File: config.mk
export PLATFORM = sky130hd
export DESIGN_NAME = blp_delay
export DESIGN_NICKNAME = d
export VERILOG_FILES = /design/src/rtl/blp_delay.sv
export SDC_FILE = /design/constraint.sdc
export NUM_CORES = 1
export LEC_CHECK = 0
export ABC_AREA = 1
export BUFFER_PORTS_ARGS = -buffer_cell sky130_fd_sc_hd__buf_4
export CORE_MARGIN = 5
export CORE_UTILIZATION = 37
export DETAILED_ROUTE_END_ITERATION = 8
export GPL_TIMING_DRIVEN = 0
export MAX_ROUTING_LAYER = met4
export PLACE_DENSITY = 0.77
export SYNTH_ARGS = -nofsm -noshare
export SYNTH_HDL_FRONTEND = slang
export SYNTH_SLANG_ARGS = --single-unit
File: constraint.sdc
create_clock -name clk -period 0.8 [get_ports clk]
set_input_delay 0 -clock clk [delete_from_list [all_inputs] [get_ports clk]]
set_output_delay 0 -clock clk [all_outputs]
set_load 0.02 [all_outputs]
File: src/rtl/blp_delay.sv
// ----------------------------------------------------------------------------
// blp_delay
// Enabled shift line that keeps side data aligned with a pipelined unit.
// ----------------------------------------------------------------------------
module blp_delay #(
  parameter int W     = 16,
  parameter int DEPTH = 1
) (
  input  logic         clk,
  input  logic         en,
  input  logic [W-1:0] d,
  output logic [W-1:0] q
);

  logic [W-1:0] line [DEPTH];

  always_ff @(posedge clk) begin
    if (en) begin
      line[0] <= d;
      for (int k = 1; k < DEPTH; k++) begin
        line[k] <= line[k-1];
      end
    end
  end

  assign q = line[DEPTH-1];

endmodule

Word level (Yosys, flattened, before mapping)
Memories as Yosys holds them, arrays and structs flattened.
Index checks and enable logic that the tools add are counted.
Cells by class
  multiplexer cells: 2
Operator list (number)
  1-bit two-way mux: 2
Word-level totals
  memories kept: 1
  bits in writable memories: 16
  output and inout port bits: 16
  register bits after elaboration: 0
Memories
  line: depth 1, width 16, read ports 1, clocked after memory_dff 0, write ports 1, line 15  | logic [W-1:0] line [DEPTH];

Depth between registers and ports, before layout
Gate-level depths: netlist of the first run.
  word-level depth: 2
  gate-level depth with buffers: 0

Worst setup path before layout of the first run
No wires, ideal clock.
  path kind: register to output
  start point: memory line[0][0]
  end point: output port q[0]
  setup slack: 0.351 ns
  data arrival time: 0.449 ns
  cell stages (with the launch flop): 1
  data required time: 0.800 ns
  cell sequence: edfxtp_1
Between the ends
  word-level cells in the longest chain between the ends: 1
RTL lines
  from (decl): line 15
  memory read 1 x 16 bit
  to (decl): line 12  | output logic [W-1:0] q
No other way between the ends.

Worst setup path after layout of the first run
  start point: memory line[0][10]
  end point: output port q[10]
Same word-level chain as after synthesis.

==> results of run 1 <==
[routing by layer]
layer,vias up,share of wire (%),GRT usage (%)
met1,162,36,14.07
met3,6,8.8,2.767
met4,0,3.4,10.23
met2,20,52,21.15
met5,-,0,-
li1,170,-,-
[metrics by stage]
stage / setup TNS, ns / area (um^2)
2_1_floorplan: 0 / 480.5
3_3_place_gp: 0 / 747.0
3_5_place_dp: 0 / 747.0
4_1_cts: -0.3762 / 993.5
5_1_grt: -0.8919 / 993.5
6_report: -0.2302 / 993.5
[report_power, final]
group	leakage (uW)	internal, uW	switching [uW]
logic	0.000245	217	144
clock network	0.0000154	181	246
registers	0.000157	996	27.6
total	0.000417	1390	417
[Yosys cell counts, drive strengths merged]
master  number
edfxtp      16
[layout make-up]
| type | instances | area, um^2 | area share (%) |
|---|---|---|---|
| repair buffers | 49 | 467.9 | 47.10 |
| clock buffers | 3 | 22.52 | 2.267 |
| well taps | 15 | 18.77 | 1.889 |
| clock inverters | 1 | 3.754 | 0.3778 |
| flip-flops and latches | 16 | 480.5 | 48.36 |
[repair_timing]
action                                  in CTS  in global routing
hold endpoints to repair                    16                  0
endpoints found under the setup margin      16                 16
gates resized for setup                     16                  0
hold buffers                                16                  0
pin swaps                                    0                  0
[worst min path at each step]
stage / startpoint / endpoint / slack (ns) / cells after the start
final: en / line[0][11] / 0.08 / 1
after global routing: en / line[0][11] / 0.06 / 1
after CTS: en / line[0][3] / 0.08 / 1
after detailed placement: d[5] / line[0][5] / 0.18 / 1
after global placement: d[2] / line[0][2] / 0.18 / 1
after floorplan: d[0] / line[0][0] / 0.1 / 0
[cells by family after synthesis]
group       Yosys count
flip-flops           16
==> results.toml, run 1 <==
[status]
run_status = "complete, but fails checks"
failed_checks = "negative setup slack"

[logic_synthesis]
post_synth_inst_count = 16
post_synth_cell_types = 1
synthTopCellsByArea = "sky130_fd_sc_hd__edfxtp_1 100%"
synthSimpleGateAreaFrac_pct = 0
synth.yosys.warnings = 0
synthesis.nets = 34
synth_area_leader_cell = "sky130_fd_sc_hd__edfxtp_1"
synthDominantCellAreaShare_pct = 100.0
postSynthAreaPerCell_um2 = 30.03
synth.yosys.seq_area_share_pct = 100.0
synth-compound-area-share_pct = 0
synth_seq_cells = 16
post_synth_instance_area_um2 = 480.5
fraction_of_the_mapped_netlist_area_in_adder_cells_pct = 0
synth_xor_xnor_area_share_pct = 0
muxShareOfSynthArea_pct = 0

[floorplanning]
die_w_um = 46.04
total_number_of_placement_rows = 13
ioPinCount = 34
die-area_mm2 = 0.002119
placeableCoreArea_mm2 = 0.001269
initial_utilization_pct = 37.87
die_h_um = 46.04

[setup_path]
cp_top_family = "flip-flops"
critical_path.startpoint = "line[0][10]"
worst-endpoint-arrival_ns = 0.84
timing_worst_setup_path_type = "flop to primary output"
worst_setup_path_end_kind = "primary output"
worst-path-stages = 1
worst_ep_required_time_ns = 0.80
critPathSlowestCell = "sky130_fd_sc_hd__edfxtp_1"
critical-path-max-stage-delay_ns = 0.41
worstSetupStartpointType = "flop"
worstPathMaxFanout = 1
crit_chain = "buf_6"
worstSetupEndpoint = "q[10]"
critPathBufInv = 1

[clock_tree]
cts.root.buffer_cell = "sky130_fd_sc_hd__clkbuf_4"
cts_max_level = 1
cts.repair_timing.setup_buffer_count = 0
clockBufferDepth = 2
cts_tree = "built"
cts_made_buffers = 3
clk_pin_slew_ns = 0.09
clock_sink_count = 16

[drt]
routed_wirelength_um = 1161
route.vias.total = 358
detailedRoute.firstIterationViolations = 9
routed_wire_length_per_instance_um = 13.82
drc = 0
viasPerCell = 4.262
drt_pre_antenna_iters = 4
final_antenna_net_count = 0

[global_route]
grt_pass1_wl_um = 1738
grt_antenna_before_repair = 0
global_route.usage.total_pct = 13.26
grt_start_max_net_pins = 17
grt_remaining_overflow = 0
first_global_vias = 374

[placed_design]
total_placed_cells_including_tap_cells = 64
placement.io_buffers = 33
final_weighted_congestion_in_routability_driven_placement = 0.5997
place_ws_ns = 0.2651

[sta]
timing.slew.headroom_pct = 86.22
final_period_minus_worst_setup_slack_ns = 0.8416
slew_violations = 0
setup_viol_count_final = 16
layout_worst_path_cycle_share_pct = 105.2
hold_ws_ns = 0.08178
timing.final.hold_violations = 0
max_freq_mhz = 1188
timing_worst_slew_pin_value_ns = 0.2067
rsz_0062_raised_after_global_routing = "yes"
post-route-worst-setup-slack_ns = -0.04160

[finish]
layout_commonest_cell = "sky130_fd_sc_hd__buf_4"
nNetsFinal = 88
multiInputGateArea_um2 = 0
layout.cells.most_common_list = "17 x sky130_fd_sc_hd__buf_4, 16 x sky130_fd_sc_hd__dlygate4sd3_1, 16 x sky130_fd_sc_hd__edfxtp_1, 16 x sky130_fd_sc_hd__buf_6, 3 x sky130_fd_sc_hd__clkbuf_4"
final-instance-count-excl-fill = 84
area_growth_pct = 106.8
largestRegisters = "line (16)"
fillCellCount = 77
largest_register_ffs = 16
layout.core_utilization_pct = 78.30
nMultiInputCombCells = 0
antenna_cells = 0
proportion_of_layout_cells_with_a_drive_suffix_above_1_pct = 52.17
registers.top_by_ff_count = "line"

[job]
max-cap-violations = 0

[min_path]
worstHoldPathType = "input pin to flop"

[power]
worst_ir_drop_vdd_mv = 1.337
post-layout-total-power_uw = 1811
p_per_area_mw_per_mm2 = 1823
power.static_leakage_uw = 0.0004173
Power figures use the tool's default switching activity.
==> run 2: changes to the inputs <==
--- a/config.mk
+++ b/config.mk
@@ -13,6 +13,7 @@
 export GPL_TIMING_DRIVEN = 0
 export MAX_ROUTING_LAYER = met4
 export PLACE_DENSITY = 0.77
+export RECOVER_POWER = 25
 export SYNTH_ARGS = -nofsm -noshare
 export SYNTH_HDL_FRONTEND = slang
 export SYNTH_SLANG_ARGS = --single-unit
==> run 2 against run 1 <==
  * The flow still finishes with violations (negative setup slack)
  * Clock power is essentially flat
  * Sequential cell count is the same
  * Clock-buffer cell count is the same
  * Critical path depth is the same
  * Routed wire length is the same
  * Critical endpoint unchanged
  * Largest power group unchanged
  * Highest routed layer unchanged
==> results.toml, run 2 (synthesis gave the netlist of run 1 again) <==
[clock_tree]
cts.repair_timing.setup_buffer_count = 0
clock_sink_count = 16
cts.root.buffer_cell = "sky130_fd_sc_hd__clkbuf_4"
cts_made_buffers = 3
clk_pin_slew_ns = 0.09
clockBufferDepth = 2
cts_max_level = 1
cts_tree = "built"

[min_path]
worstHoldPathType = "input pin to flop"
holdCritStartpoint = "en"
min_delay_path_depth = 1
worstHoldEndpoint = "line[0][11]"

[finish]
proportion_of_layout_cells_with_a_drive_suffix_above_1_pct = 52.17
registers.top_by_ff_count = "line"
largestRegisters = "line (16)"
largest_register_ffs = 16
nMultiInputCombCells = 0
area_growth_pct = 106.2
area.sequential_um2 = 480.5
layout.core_utilization_pct = 78.11
multiInputGateArea_um2 = 0
fillCellCount = 76
postLayoutCellArea_um2 = 991.0
nNetsFinal = 88
antenna_cells = 0
layout.cells.most_common_list = "16 x sky130_fd_sc_hd__dlygate4sd3_1, 16 x sky130_fd_sc_hd__buf_4, 16 x sky130_fd_sc_hd__edfxtp_1, 16 x sky130_fd_sc_hd__buf_6, 3 x sky130_fd_sc_hd__clkbuf_4"

[drt]
route.vias.total = 358
routed_wirelength_um = 1161
final_antenna_net_count = 0
drt_pre_antenna_iters = 4
routed_wire_length_per_instance_um = 13.82
drc = 0
viasPerCell = 4.262
detailedRoute.firstIterationViolations = 9

[floorplanning]
initial_utilization_pct = 37.87
placeableCoreArea_mm2 = 0.001269
die_h_um = 46.04
ioPinCount = 34
die_w_um = 46.04
die-area_mm2 = 0.002119
total_number_of_placement_rows = 13

[sta]
hold_ws_ns = 0.2190
final_period_minus_worst_setup_slack_ns = 0.8416
slew_violations = 0
layout_worst_path_cycle_share_pct = 105.2
timing.slew.headroom_pct = 73.44
rsz_0062_raised_after_global_routing = "yes"
timing_worst_slew_pin_value_ns = 0.3984
setup_viol_count_final = 16
max_freq_mhz = 1188
timing.final.hold_violations = 0
post-route-worst-setup-slack_ns = -0.04160

[setup_path]
worst-endpoint-arrival_ns = 0.84
worstSetupStartpointType = "flop"
critical-path-max-stage-delay_ns = 0.41
critPathSlowestCell = "sky130_fd_sc_hd__edfxtp_1"
worstPathMaxFanout = 1
worst_ep_required_time_ns = 0.80
critPathBufInv = 1
timing_worst_setup_path_type = "flop to primary output"
cp_top_family = "flip-flops"
crit_chain = "buf_6"
worst_setup_path_end_kind = "primary output"

[power]
power.static_leakage_uw = 0.0004166
worst_ir_drop_vdd_mv = 1.337
p_per_area_mw_per_mm2 = 1826

[placed_design]
final_weighted_congestion_in_routability_driven_placement = 0.5997
detailed_place.area_um2 = 747.0
place_ws_ns = 0.2651
placement.io_buffers = 33

[global_route]
grt_util_met2_pct = 21.15
global_route.peak_usage_layer = "met2"
grt_util_met3_pct = 2.767
grt_pass1_wl_um = 1738
first_global_vias = 374
grt_remaining_overflow = 0
global_route.usage.total_pct = 13.26
grt_use_met1_pct = 14.07
grt_antenna_before_repair = 0
grt_start_max_net_pins = 17

[status]
run_status = "complete, but fails checks"
failed_checks = "negative setup slack"

[job]
max-cap-violations = 0
==> run 2: routing by layer <==
metal,part of all wire [%],wire length (um),vias up
li1,-,-,170
met3,8.9,103,6
met4,3.4,39,0
met5,0,0,-
met1,36,413,162
met2,52,605,20
==> run 2: power by group <==
part           internal (uW)  switching [uW]
combinational            215             144
clock                    181             246
sequential               997            27.6
==> run 2: through the flow <==
stage,instances,setup TNS (ns),total power [uW]
2_1_floorplan,16,0,1119
3_3_place_gp,64,0,1284
3_5_place_dp,64,0,1291
4_1_cts,84,-0.3762,1819
5_1_grt,84,-0.8919,1896
6_report,84,-0.2302,1809
==> run 2: worst max-delay path by stage <==
stage           startpoint          end  cells past startpoint
3_3_place_gp            en   line[0][0]                      1
5_1_grt        line[0][10]        q[10]                      1
2_1_floorplan   line[0][0]         q[0]                      0
4_1_cts         line[0][8]         q[8]                      1
6_report       line[0][10]        q[10]                      1
3_5_place_dp            en  line[0][13]                      1
==> run 2: area by class of cell <==
type,count,share of cell area (%)
Sequential cell,16,48.48
Tap cell,15,1.894
Clock inverter,1,0.3788
Timing Repair Buffer,49,46.97
Clock buffer,3,2.273
==> run 2: repair_timing <==
| item | 4_1_cts | 5_1_grt |
|---|---|---|
| endpoints found under the setup margin | 16 | 16 |
| endpoints found under the hold margin | 16 | 0 |
| pin swaps | 0 | 0 |
| gates resized for setup | 16 | 0 |
| hold buffers | 16 | 0 |
